[src/hdl/spjq_pkg.sv]
// types, codes and field widths shared by the sorted priority job queue files
package spjq_pkg;

   localparam int TAG_W  = 32;
   localparam int PRIO_W = 8;
   localparam int ORD_W  = 16;
   localparam int STAT_W = 2;
   localparam int OCC_W  = 4;

   localparam logic REQ_INSERT = 1'b0;
   localparam logic REQ_REMOVE = 1'b1;

   localparam logic [STAT_W-1:0] STAT_INSERTED = 2'd0;
   localparam logic [STAT_W-1:0] STAT_FULL     = 2'd1;
   localparam logic [STAT_W-1:0] STAT_REMOVED  = 2'd2;
   localparam logic [STAT_W-1:0] STAT_EMPTY    = 2'd3;

   typedef struct packed {
      logic              req_type;
      logic [TAG_W-1:0]  job_tag;
      logic [PRIO_W-1:0] priority_req;
      logic [ORD_W-1:0]  order_tag;
   } req_payload_type;

   typedef struct packed {
      logic [STAT_W-1:0] status;
      logic [TAG_W-1:0]  out_job_tag;
      logic [PRIO_W-1:0] out_priority;
      logic [ORD_W-1:0]  out_order_tag;
      logic [OCC_W-1:0]  occupancy;
   } rsp_payload_type;

   typedef struct packed {
      logic [TAG_W-1:0]  tag;
      logic [PRIO_W-1:0] prio;
      logic [ORD_W-1:0]  order;
   } entry_type;

   typedef enum logic [2:0] {
      S_IDLE,
      S_ISCAN,
      S_ICMP,
      S_RM_RD,
      S_RM_DONE,
      S_RSP
   } state_type;

endpackage

[src/hdl/sorted_priority_job_queue_unit.sv]
// sorted priority job queue: circular entry memory walked by one key comparator
// insert: one stored entry is read in S_ISCAN, then compared and written in S_ICMP, walking
//    back from the tail until the hole reaches slot 0 or the new entry is no longer ahead
// remove: one memory read of the head entry in S_RM_RD, then S_RM_DONE, then the result in S_RSP
// full insert or empty remove: result valid in the cycle after accept
// one item at a time: req_ready is high only while no item is in work or waiting
// synchronous active-high reset empties the queue; memory contents are not cleared
module sorted_priority_job_queue_unit #(
   parameter int CAPACITY = 8
) (
   input  logic                     clock,
   input  logic                     reset,
   input  logic                     req_valid,
   output logic                     req_ready,
   input  spjq_pkg::req_payload_type req_payload,
   output logic                     rsp_valid,
   input  logic                     rsp_ready,
   output spjq_pkg::rsp_payload_type rsp_payload
);

   localparam int IW = (CAPACITY > 1) ? $clog2(CAPACITY) : 1;
   localparam int CW = $clog2(CAPACITY + 1);

   spjq_pkg::state_type       state_ff, state_in;
   logic [CW-1:0]             count_ff, count_in;
   logic [IW-1:0]             head_ff, head_in;
   logic [IW-1:0]             hole_ff, hole_in;
   spjq_pkg::entry_type       new_ff, new_in;
   spjq_pkg::rsp_payload_type rsp_ff, rsp_in;
   spjq_pkg::entry_type       rd_data_ff;

   spjq_pkg::entry_type       mem [CAPACITY];

   logic                      mem_we;
   logic [IW-1:0]             mem_waddr;
   spjq_pkg::entry_type       mem_wdata;
   logic [IW-1:0]             rd_addr;
   logic                      full;
   logic                      empty;
   logic                      new_first;

   // logical slot to physical address, sum stays below twice the depth
   function automatic logic [IW-1:0] phys(input logic [IW-1:0] head, input logic [IW-1:0] slot);
      logic [IW:0] sum;
      sum = {1'b0, head} + {1'b0, slot};
      if (sum >= (IW+1)'(CAPACITY)) begin
         sum = sum - (IW+1)'(CAPACITY);
      end
      return sum[IW-1:0];
   endfunction

   assign full  = (count_ff == CW'(CAPACITY));
   assign empty = (count_ff == '0);

   // shared comparator: new entry strictly ahead of the stored one
   assign new_first = (new_ff.prio < rd_data_ff.prio) ||
                      ((new_ff.prio == rd_data_ff.prio) && (new_ff.order < rd_data_ff.order));

   // next state
   always_comb begin
      state_in = state_ff;
      case (state_ff)
         spjq_pkg::S_IDLE: begin
            if (req_valid) begin
               if (req_payload.req_type == spjq_pkg::REQ_INSERT) begin
                  state_in = full ? spjq_pkg::S_RSP : spjq_pkg::S_ISCAN;
               end else begin
                  state_in = empty ? spjq_pkg::S_RSP : spjq_pkg::S_RM_RD;
               end
            end
         end
         spjq_pkg::S_ISCAN: begin
            state_in = (hole_ff == '0) ? spjq_pkg::S_RSP : spjq_pkg::S_ICMP;
         end
         spjq_pkg::S_ICMP: begin
            state_in = new_first ? spjq_pkg::S_ISCAN : spjq_pkg::S_RSP;
         end
         spjq_pkg::S_RM_RD: begin
            state_in = spjq_pkg::S_RM_DONE;
         end
         spjq_pkg::S_RM_DONE: begin
            state_in = spjq_pkg::S_RSP;
         end
         spjq_pkg::S_RSP: begin
            if (rsp_ready) begin
               state_in = spjq_pkg::S_IDLE;
            end
         end
         default: begin
            state_in = spjq_pkg::S_IDLE;
         end
      endcase
   end

   // datapath and outputs
   always_comb begin
      count_in  = count_ff;
      head_in   = head_ff;
      hole_in   = hole_ff;
      new_in    = new_ff;
      rsp_in    = rsp_ff;
      mem_we    = 1'b0;
      mem_waddr = phys(head_ff, hole_ff);
      mem_wdata = new_ff;
      rd_addr   = phys(head_ff, IW'(hole_ff - 1'b1));
      req_ready = (state_ff == spjq_pkg::S_IDLE);
      rsp_valid = (state_ff == spjq_pkg::S_RSP);

      case (state_ff)
         spjq_pkg::S_IDLE: begin
            new_in.tag   = req_payload.job_tag;
            new_in.prio  = req_payload.priority_req;
            new_in.order = req_payload.order_tag;
            hole_in      = IW'(count_ff);
            rsp_in.out_job_tag   = '0;
            rsp_in.out_priority  = '0;
            rsp_in.out_order_tag = '0;
            rsp_in.occupancy     = spjq_pkg::OCC_W'(count_ff);
            if (req_payload.req_type == spjq_pkg::REQ_INSERT) begin
               rsp_in.status = spjq_pkg::STAT_FULL;
            end else begin
               rsp_in.status = spjq_pkg::STAT_EMPTY;
            end
         end
         spjq_pkg::S_ISCAN: begin
            if (hole_ff == '0) begin
               mem_we   = 1'b1;
               count_in = CW'(count_ff + 1'b1);
               rsp_in.status    = spjq_pkg::STAT_INSERTED;
               rsp_in.occupancy = spjq_pkg::OCC_W'(count_in);
            end
         end
         spjq_pkg::S_ICMP: begin
            mem_we = 1'b1;
            if (new_first) begin
               // stored entry moves one slot back, hole moves forward
               mem_wdata = rd_data_ff;
               hole_in   = IW'(hole_ff - 1'b1);
            end else begin
               count_in = CW'(count_ff + 1'b1);
               rsp_in.status    = spjq_pkg::STAT_INSERTED;
               rsp_in.occupancy = spjq_pkg::OCC_W'(count_in);
            end
         end
         spjq_pkg::S_RM_RD: begin
            rd_addr = head_ff;
         end
         spjq_pkg::S_RM_DONE: begin
            head_in  = phys(head_ff, IW'(1));
            count_in = CW'(count_ff - 1'b1);
            rsp_in.status        = spjq_pkg::STAT_REMOVED;
            rsp_in.out_job_tag   = rd_data_ff.tag;
            rsp_in.out_priority  = rd_data_ff.prio;
            rsp_in.out_order_tag = rd_data_ff.order;
            rsp_in.occupancy     = spjq_pkg::OCC_W'(count_in);
         end
         spjq_pkg::S_RSP: begin
         end
         default: begin
         end
      endcase
   end

   assign rsp_payload = rsp_ff;

   always_ff @(posedge clock) begin
      if (reset) begin
         state_ff <= spjq_pkg::S_IDLE;
         count_ff <= '0;
         head_ff  <= '0;
      end else begin
         state_ff <= state_in;
         count_ff <= count_in;
         head_ff  <= head_in;
      end
   end

   always_ff @(posedge clock) begin
      hole_ff <= hole_in;
      new_ff  <= new_in;
      rsp_ff  <= rsp_in;
   end

   always_ff @(posedge clock) begin
      if (mem_we) begin
         mem[mem_waddr] <= mem_wdata;
      end
      rd_data_ff <= mem[rd_addr];
   end

endmodule

[config.mk]
export PLATFORM = sky130hd
export DESIGN_NAME = sorted_priority_job_queue_unit
export DESIGN_NICKNAME = d
export VERILOG_FILES = /design/src/hdl/spjq_pkg.sv /design/src/hdl/sorted_priority_job_queue_unit.sv
export SDC_FILE = /design/constraint.sdc
export NUM_CORES = 1
export LEC_CHECK = 0
export BUFFER_PORTS_ARGS = -buffer_cell sky130_fd_sc_hd__buf_2
export CAP_MARGIN = 5
export CORE_MARGIN = 10
export CORE_UTILIZATION = 45
export DETAILED_ROUTE_END_ITERATION = 10
export PLACE_DENSITY = 0.64
export SYNTH_ARGS = -nofsm -noshare
export SYNTH_HDL_FRONTEND = slang
export SYNTH_SLANG_ARGS = --single-unit
[constraint.sdc]
create_clock -name clock -period 5.5 [get_ports clock]
set_clock_uncertainty 0.2 [all_clocks]
set_input_delay 1.1 -clock clock [delete_from_list [all_inputs] [get_ports clock]]
set_output_delay 1.1 -clock clock [all_outputs]
set_load 0.005 [all_outputs]
==> results by group, run 1 <==
Setup path
  – Critical Path RT: between 5 and 6 ns
  – RR Endpoint: mem[3][44]
  – Critical path origin: new_ff[15]
  – Crit path max fanout: 44
  – R2r setup slk: 1.70 ns
  – WP data arrival: between 3 and 4 ns
  – WS Path Type: flop to flop
  – CP startpoint kind: flop
  – R2R Path Start: new_ff[15]
  – Worst setup EP type: flop
  – Setup crit end: mem[3][44]
  – R2R cell count: 8

Layout
  – Share of cells above drive strength 1: between 30% and 40%
  – Nets@finish: about 1,400
  – Antenna cells: 0
  – Finished Layout Cells: 2,088
  – Area grow syn2layout: 14.9%

Global route
  – Initial antenna violation count: 0
  – First-pass GRT wire length: 74,800 microns
  – Grt total ovfl: 0
  – Largest net degree at the start of global routing: around 80
  – Tot GR Track Use: 15.6%
  – Vias in the first global route: roughly 12,000

Place
  – Final Wtd Congestion: roughly 0.75
  – Number of port buffers: ~120
  – Post-DP HPWL: between 20,000 and 30,000 microns
  – Placed insts: roughly 2,000

Clock network
  – Post-CTS Hold Fix Bufs: 0
  – Setup repair bufs after CTS: 0
  – TritonCTS clock tree: yes
  – Root buffer cell: clkbuf_16
  – Cts bufs inserted: 60
  – Longest Clk Path Bufs: 3
  – Clock Latency Late Sink: 0.61 ns
  – H-tree depth: 2
  – PostCTS Resize Cnt: 0
  – CTS clk-pin slew, worst paths: around 0.060 ns
  – # clock sinks: ~640

Drt
  – Residual DRC: 0
  – Via density: approximately 5.4
  – Via count: 11,400
  – Drt pass-1 iters: 5
  – WL/cell: approximately 24 microns
  – Post-Route WL: approximately 50,000 microns
  – Routed Antenna Nets: 0
  – Starting DRT DRC Count: 847

Timing
  – Tmin final: around 3.8 ns
  – Fin. Hold Viols: 0
  – Final Setup Violations: 0
  – Slew HR: a little under a third
  – Setup TNS: 0 ns
  – Worst Max-Slew Pin Slew: 1.02 ns
  – Period utilization: roughly 69%
  – RSZ-0062 raised after global routing: false
  – FMAX: 263 MHz
  – Slew Limit Fails: 0

Synthesis
  – Synthesized cell area: 24,300 sq um
  – Top-area cell type share of the netlist area: ~70%
  – Sequential share of the synthesized area: between 70% and 80%
  – FFs w/ async S/R, synth: 0%
  – Most area-hungry cell type in the Yosys netlist: edfxtp_1
  – Synth Flop Type: edfxtp_1
  – Mapped Cells: between 1,000 and 1,500
  – Synth area leaders: edfxtp_1, mux4_2, dfxtp_1
  – Synth cell types: 47
  – Yosys warns: 0
  – Mean Syn Cell Area: approximately 20 sq um
  – Net Count, Synth: approximately 1,300
  – Post-synth EDFFs: roughly 570
  – #FFs+latches synth: ~640

Floorplanning
  – Core Area: 53,600 sq um
  – Initial Util: a little under half
  – I/O pin total: between 100 and 150
  – Die X: ~250 microns
  – Die H: between 200 and 300 microns
  – Row count: 85
  – Die area: between 60,000 and 70,000 sq um

Power
  – Pwr dens: around 650 nW/um^2
  – Max VDD drop: approximately 0.00053 V
  – Leakage: approximately 10 nW

Hold path
  – Hold Crit Class: flop to flop
  – Worst Hold Depth: 2

Flow run
  – Max-cap violations: 0

Status
  – Status: finished, final reports clean
-- report_power, final --
part / internal, mW / switching (mW) / total, mW
sequential: 6.96 / 0.412 / 7.38
clock: 2.42 / 1.67 / 4.09
combinational: 3.19 / 3.55 / 6.74
total: 12.6 / 5.63 / 18.2
-- logic make-up after synthesis --
kind of cell | Yosys count | share of synthesized area (%)
flip-flops | 635 | 75.8
AND/OR/NAND/NOR | 136 | 2.93
XOR/XNOR | 14 | 0.505
multiplexers | 227 | 16.1
buffers and inverters | 87 | 1.61
adder cells (fa/ha/maj) | 32 | 1.71
AO/OA/AOI/OAI | 52 | 1.33
-- critical path, cell delays in order, from the launching register on --
cell      delay, ns
edfxtp_1       0.39
ha_1           0.30
and4_1         0.23
and3_1         0.19
o21ai_0        0.21
and4_1         0.30
o21ba_4        0.93
buf_4          0.38
mux2_4         0.36
-- synth_stat cells, types with 6 or more instances --
library cell / instances
inv_1: 30
nand2_1: 20
clkbuf_1: 21
mux2_2: 83
buf_1: 12
mux2_4: 29
mux4_2: 112
and3_1: 37
nor3_1: 6
o21ai_0: 15
edfxtp_1: 569
buf_2: 16
a21oi_1: 17
dfxtp_1: 66
xnor2_1: 10
nor2_1: 42
ha_1: 30
-- final cells by class --
class	instances	area, sq um
Clock inverter	20	229
Timing Repair Buffer	152	906
Clock buffer	93	1760
Inverter	31	116
Tap cell	696	871
Fill cell	4256	25700
Multi-Input combinational cell	461	5630
Sequential cell	635	18400
-- how the worst min path moves through the flow --
stage | startpoint | end | slack (ns)
after floorplan | count_ff[3] | count_ff[3] | 0.30
final | count_ff[3] | count_ff[3] | 0.35
after global routing | count_ff[3] | count_ff[3] | 0.38
after global placement | head_ff[1] | head_ff[1] | 0.33
after CTS | count_ff[3] | count_ff[3] | 0.35
after detailed placement | count_ff[3] | count_ff[3] | 0.34
-- per-layer routing --
layer	part of all wire [%]	global-route usage, %
met1	43	20.1
met2	51	26.7
met5	0	0
met3	4.2	2.57
met4	2.2	4.93
-- placed cells by master, fill, tap and decap left out, types with 10 or more instances in the layout --
master,synthesis,layout
dfxtp_1,66,65
mux4_2,112,112
mux2_4,29,29
edfxtp_1,569,569
xnor2_1,10,10
clkbuf_16,0,62
buf_2,16,124
mux2_2,83,83
clkbuf_1,21,22
nor2_1,42,37
a21oi_1,17,16
ha_1,30,30
o21ai_0,15,15
nand2_1,20,20
buf_4,2,22
inv_1,30,30
and3_1,37,37
-- flip-flops by register name, indices dropped and copies added (netlist names) --
name and count:
hole_ff 3, head_ff 3, new_ff 56, rd_data_ff 56
count_ff 4, rsp_payload 62, mem 448, state_ff 3
-- metrics by stage --
stage | total power, mW | worst slack [ns] | area (sq um) | util, % | hold WS [ns]
after CTS | 18.5 | 1.69 | 27900 | 52.1 | 0.353
after global routing | 19.2 | 1.51 | 27900 | 52.1 | 0.381
after detailed placement | 14.4 | 1.71 | 25900 | 48.4 | 0.344
after global placement | 14.3 | 1.78 | 25900 | 48.4 | 0.333
final | 18.2 | 1.70 | 27900 | 52.1 | 0.353
after floorplan | 12.3 | 0.850 | 24300 | - | 0.301
(Power assumes the default switching activity.)
==> run 2, diff against run 1 <==
Settings changed: PLACE_DENSITY 0.64 to 0.62.
Clock period 5.5 ns to 3.5 ns, I/O delays scaled along.
==> run 2 against run 1 <==
Global-route usage grew 0.61 points. Combinational power grew 71%. Utilization grew 1.1 points. Critical path depth shrank 1. Critical endpoint is now mem[4][14].
==> results by group, run 2 (synthesis results as in run 1) <==
Clock network
  – Cts bufs inserted: about 60
  – # clock sinks: ~640
  – TritonCTS clock tree: yes
  – Root buffer cell: clkbuf_16
  – Longest Clk Path Bufs: 3
  – Setup repair bufs after CTS: 0
  – Clock Latency Late Sink: roughly 0.63 ns
  – CTS clk-pin slew, worst paths: about 0.06 ns
  – H-tree depth: 2
  – Post-CTS Hold Fix Bufs: 0
  – PostCTS Resize Cnt: 0

Drt
  – Post-Route WL: roughly 52,000 microns
  – Residual DRC: 0
  – Drt pass-1 iters: 5
  – Routed Antenna Nets: 0
  – WL/cell: 24.3 microns
  – Via density: around 5.5
  – Via count: between 10,000 and 15,000
  – Starting DRT DRC Count: ~900

Layout
  – Fill cell count: around 4,200
  – Most frequent cells in the layout: edfxtp_1, buf_2, mux4_2
  – Post-route cell area: between 20,000 and 30,000 sq um
  – Max reg flops: around 450
  – Commonest non-fill, non-tap cell in the layout: edfxtp_1
  – Area grow syn2layout: 17.4%
  – Largest Register: mem
  – Nets@finish: approximately 1,500
  – Share of cells above drive strength 1: a little over a third

Setup path
  – CP startpoint kind: flop
  – Slowest-stage cell, CP: a2111oi_0
  – Crit path max fanout: 20
  – Critical Path RT: ~3.6 ns
  – Delay-heaviest family, CP: compound AO/OA/AOI/OAI gates
  – Sequence of cells on the critical path: ha_1, a2111oi_0, nand3b_1, and4_1, o21ba_4, buf_4, mux2_2
  – WS Path Type: flop to flop
  – Worst setup EP type: flop
  – Buf/Inv on CP: 1
  – CP max stage delay: approximately 0.7 ns
  – WP data arrival: around 3.5 ns

Timing
  – Final Setup Violations: 0
  – Worst Max-Slew Pin Slew: about 0.93 ns
  – Tmin final: between 3 and 4 ns
  – Period utilization: a little over nine tenths
  – Fin. Hold Viols: 0
  – Slew HR: 37.1%
  – Slew Limit Fails: 0
  – FMAX: ~290 MHz
  – RSZ-0062 raised after global routing: false

Power
  – Max VDD drop: 0.000661 V
  – Total Power: roughly 30 mW
  – Leakage: between 10 and 15 nW
  – Pwr dens: 1040 nW/um^2

Hold path
  – Hold Crit Class: input port to flop

Flow run
  – Max-cap violations: 0

Global route
  – Initial antenna violation count: 1
  – Tot GR Track Use: 16.2%
  – Vias in the first global route: around 12,000
  – Grt total ovfl: 0
  – Largest net degree at the start of global routing: 94
  – First-pass GRT wire length: between 70,000 and 80,000 microns

Floorplanning
  – Initial Util: between 40% and 50%
  – Die H: approximately 250 microns
  – Row count: 85
  – Die area: approximately 64,000 sq um
  – Die X: approximately 250 microns
  – Core Area: approximately 54,000 sq um
  – I/O pin total: between 100 and 150

Place
  – Number of port buffers: ~120
  – Cell Area, Placed: between 20,000 and 30,000 sq um
  – Final Wtd Congestion: between 0.7 and 0.8
  – Post-DP HPWL: between 20,000 and 30,000 microns

Status
  – Status: finished, final reports clean
[run 2: changes by cell type in the layout (fill, tap and decap cells not counted)]
cell / delta
clkinv_1: +1
clkbuf_8: -4
diode_2: +1
bufinv_16: +4
buf_4: +3
clkinv_8: -1
clkbuf_1: -12
clkinv_16: +1
clkinv_2: +10
buf_12: +23
clkinvlp_4: +4
[run 2: stage by stage]
step	util, %	TNS, ns	setup WS, ns	instances	hold slack, ns
floorplan	-	-162.70	-0.745	1183	0.301
global placement	49.3	0	0.170	2001	0.332
detailed placement	49.3	0	0.159	2001	0.349
CTS	53.2	0	0.148	2117	0.00530
global route	53.2	0	0.0568	2117	0.0199
finish	53.2	0	0.110	2118	0.0472
[run 2: metal layers]
| metal | part of all wire (%) | global-route usage, % | up-vias |
|---|---|---|---|
| met5 | 0 | 0 | - |
| met4 | 2.3 | 5.26 | 0 |
| met3 | 4.8 | 2.51 | 78 |
| met2 | 50 | 27.3 | 296 |
| met1 | 43 | 21.3 | 6083 |
| li1 | - | - | 5128 |
[run 2: final timing paths]
path                  start         end  slack [ns]  cells past startpoint
max reg2reg       new_ff[1]  mem[4][14]        0.11                      7
min reg2reg      head_ff[1]  head_ff[1]        0.35                      2
max               new_ff[1]  mem[4][14]        0.11                      7
min          req_payload[4]   new_ff[4]        0.05                      1
[run 2: worst register-to-register path: stages (launching register included)]
cell and delay (ns):
edfxtp_1 0.41, ha_1 0.30, a2111oi_0 0.71, nand3b_1 0.23, and4_1 0.37, o21ba_4 0.22, buf_4 0.27, mux2_2 0.40
[run 2: power by group]
part | switching (mW) | internal (mW)
logic | 5.88 | 5.61
registers | 0.617 | 10.9
clock network | 2.75 | 4.02
[run 2: area by class of cell]
class / count / area, sq um / area share (%)
well taps: 696 / 871 / 3.05
diodes: 1 / 2.50 / 0.00877
clock inverters: 39 / 447 / 1.57
clock buffers: 77 / 1660 / 5.81
inverters: 31 / 116 / 0.408
flip-flops and latches: 635 / 18400 / 64.5
multi-input cells: 461 / 5630 / 19.7
repair buffers: 178 / 1390 / 4.87
==> run 3, diff against run 2 <==
Settings changed: ABC_AREA set to 1, CORE_UTILIZATION 45 to 50, PLACE_DENSITY 0.62 to 0.67.
==> run 3 against run 2 <==
Design area fell by 2.0%. Synthesized cell count increased by 62%. Worst hold slack got worse by 0.0050 ns. Maximum frequency is 3.9% higher. Cell count grew 28%. Via count is 32% higher. Count of clock-buffer cells in the layout grew 6. Die area shrank 8.7%. Critical path depth grew 2. Utilization grew 4.9 points. Critical path type unchanged.
==> results by group, run 3 <==
Status
  – Status: finished, final reports clean

Floorplanning
  – Die area: ~58,000 sq um
  – Die X: ~240 microns
  – I/O pin total: 125
  – Die H: 241 microns
  – Core Area: around 48,000 sq um
  – Initial Util: 50.9%
  – Row count: 80

Global route
  – First-pass GRT wire length: between 80,000 and 90,000 microns
  – Largest net degree at the start of global routing: between 200 and 250
  – Vias in the first global route: about 15,000
  – Tot GR Track Use: 19.1%
  – Initial antenna violation count: 2
  – Grt total ovfl: 0

Timing
  – Fin. Hold Viols: 0
  – Final Setup Violations: 0
  – Slew Limit Fails: 0
  – Slew HR: a little over 30%
  – Tmin final: approximately 3.3 ns
  – Period utilization: between 90% and 100%
  – Worst Max-Slew Pin Slew: between 1 and 1.5 ns
  – FMAX: between 300 and 400 MHz
  – RSZ-0062 raised after global routing: false

Layout
  – Area grow syn2layout: 14.3%
  – Antenna cells: 0
  – Most frequent cells in the layout: edfxtp_1, nor2_1, nand2_1
  – Max reg flops: between 400 and 500
  – Commonest non-fill, non-tap cell in the layout: edfxtp_1
  – Nets@finish: roughly 2,100
  – Largest Register: mem
  – Post-layout util: between 50% and 60%
  – Share of cells above drive strength 1: 13.5%

Clock network
  – Clock Latency Late Sink: 0.64 ns
  – PostCTS Resize Cnt: 0
  – Setup repair bufs after CTS: 0
  – Cts bufs inserted: between 60 and 70
  – Root buffer cell: clkbuf_16
  – Longest Clk Path Bufs: 3
  – TritonCTS clock tree: yes
  – # clock sinks: 635
  – H-tree depth: 2
  – CTS clk-pin slew, worst paths: roughly 0.060 ns
  – Post-CTS Hold Fix Bufs: 0

Drt
  – Residual DRC: 0
  – Via density: roughly 5.6
  – Starting DRT DRC Count: about 1,400
  – Post-Route WL: approximately 56,000 microns
  – Routed Antenna Nets: 0
  – Drt pass-1 iters: 7
  – WL/cell: between 20 and 25 microns
  – Via count: approximately 15,000

Synthesis
  – Xor-xnor portion of the synthesized cell area: 0.287%
  – Yosys warns: 0
  – Mapped Cells: around 1,900
  – Post-synth EDFFs: ~570
  – Compound-Gate Fraction of Synth Area: just under 10%
  – Mux cell area share after synthesis: 0%
  – Top-area cell type share of the netlist area: between 60% and 70%
  – Most area-hungry cell type in the Yosys netlist: edfxtp_1
  – Mean Syn Cell Area: between 10 and 15 sq um
  – Largest family of logic cells by synthesized area: compound AO/OA/AOI/OAI gates
  – FFs w/ async S/R, synth: 0%
  – Sequential share of the synthesized area: 75.3%
  – Net Count, Synth: about 2,000
  – Synth cell types: 37
  – #FFs+latches synth: approximately 640
  – Post-Synth Adder-Cell Area: 1.70%
  – Synth area leaders: edfxtp_1, dfxtp_1, nor2_1
  – Simple-gate share of the synthesized area: under 10%
  – Synth Flop Type: edfxtp_1
  – Most instantiated library cell after synthesis: edfxtp_1
  – Synthesized cell area: roughly 24,000 sq um
  – Synth cell count leaders: edfxtp_1, nor2_1, nand2_1

Setup path
  – Worst setup EP type: flop
  – Critical Path RT: between 3 and 4 ns
  – CP startpoint kind: flop
  – WP data arrival: ~3.4 ns
  – WS Path Type: flop to flop
  – Crit path max fanout: 16
  – R2r setup slk: 0.24 ns

Place
  – Number of port buffers: about 120
  – Post-DP HPWL: slightly above 30,000 microns
  – Final Wtd Congestion: 0.802

Flow run
  – Max-cap violations: 0

Hold path
  – Hold Crit Class: input port to flop
==> run 3: changes by cell type in the layout (fill, tap and decap cells not counted), sizes merged, moves of 37 or more <==
cell and delta:
o22ai +110, o21ai +280, and3 -37, inv +70, nor2 +271, mux2 -112, mux4 -112, nand2 +254
==> run 3: logic make-up after synthesis <==
family          count (synthesis)
compound gates                434
xor+xnor                        8
simple gates                  610
buf+inv                       203
flops                         635
fa+ha+maj                      32
==> run 3: worst paths after layout <==
path                        start              end  cells past startpoint
setup / recovery       new_ff[21]       mem[3][22]                      9
hold / removal    req_payload[13]       new_ff[13]                      1
setup reg to reg       new_ff[21]       mem[3][22]                      9
hold reg to reg    rd_data_ff[32]  rsp_payload[36]                      2
==> run 3: layout make-up <==
class	count	area [sq um]
Clock buffer	83	1680
Clock inverter	30	272
Fill cell	3762	20100
Inverter	99	377
Multi-Input combinational cell	1084	5290
Sequential cell	635	18400
Tap cell	615	769
Timing Repair Buffer	167	1160
==> run 3: stage by stage <==
stage                     hold slack (ns)  cells  worst slack, ns  instance area (sq um)  TNS (ns)
after global placement              0.310   2600            0.426                  26000         0
after detailed placement            0.334   2600            0.364                  26000         0
final                              0.0421   2713            0.239                  27900         0
after floorplan                     0.278   1922           -0.801                  24500   -198.48
after global routing               0.0196   2713            0.127                  27900         0
after CTS                         0.00931   2713            0.349                  27900         0
==> run 3: critical path, stage by stage, from the launching register on <==
cell and delay (ns):
edfxtp_1 0.40, ha_1 0.33, a21oi_1 0.14, nor2_1 0.05, a211oi_1 0.28, o21ai_1 0.14, nand2_1 0.15, nand2_4 0.19
buf_4 0.23, o21ai_0 0.79
==> run 3: routing by layer <==
metal	GRT usage [%]	routed length [microns]	part of all wire [%]
met1	24.6	23400	42
met2	32.3	27700	49
met3	3.39	3630	6.5
met4	6.73	1390	2.5
met5	0	12	0.021
Power of run 3 is left out: the tool's default activity adds up to more than one toggle a clock period on the data nets, which glitch-free logic cannot reach.
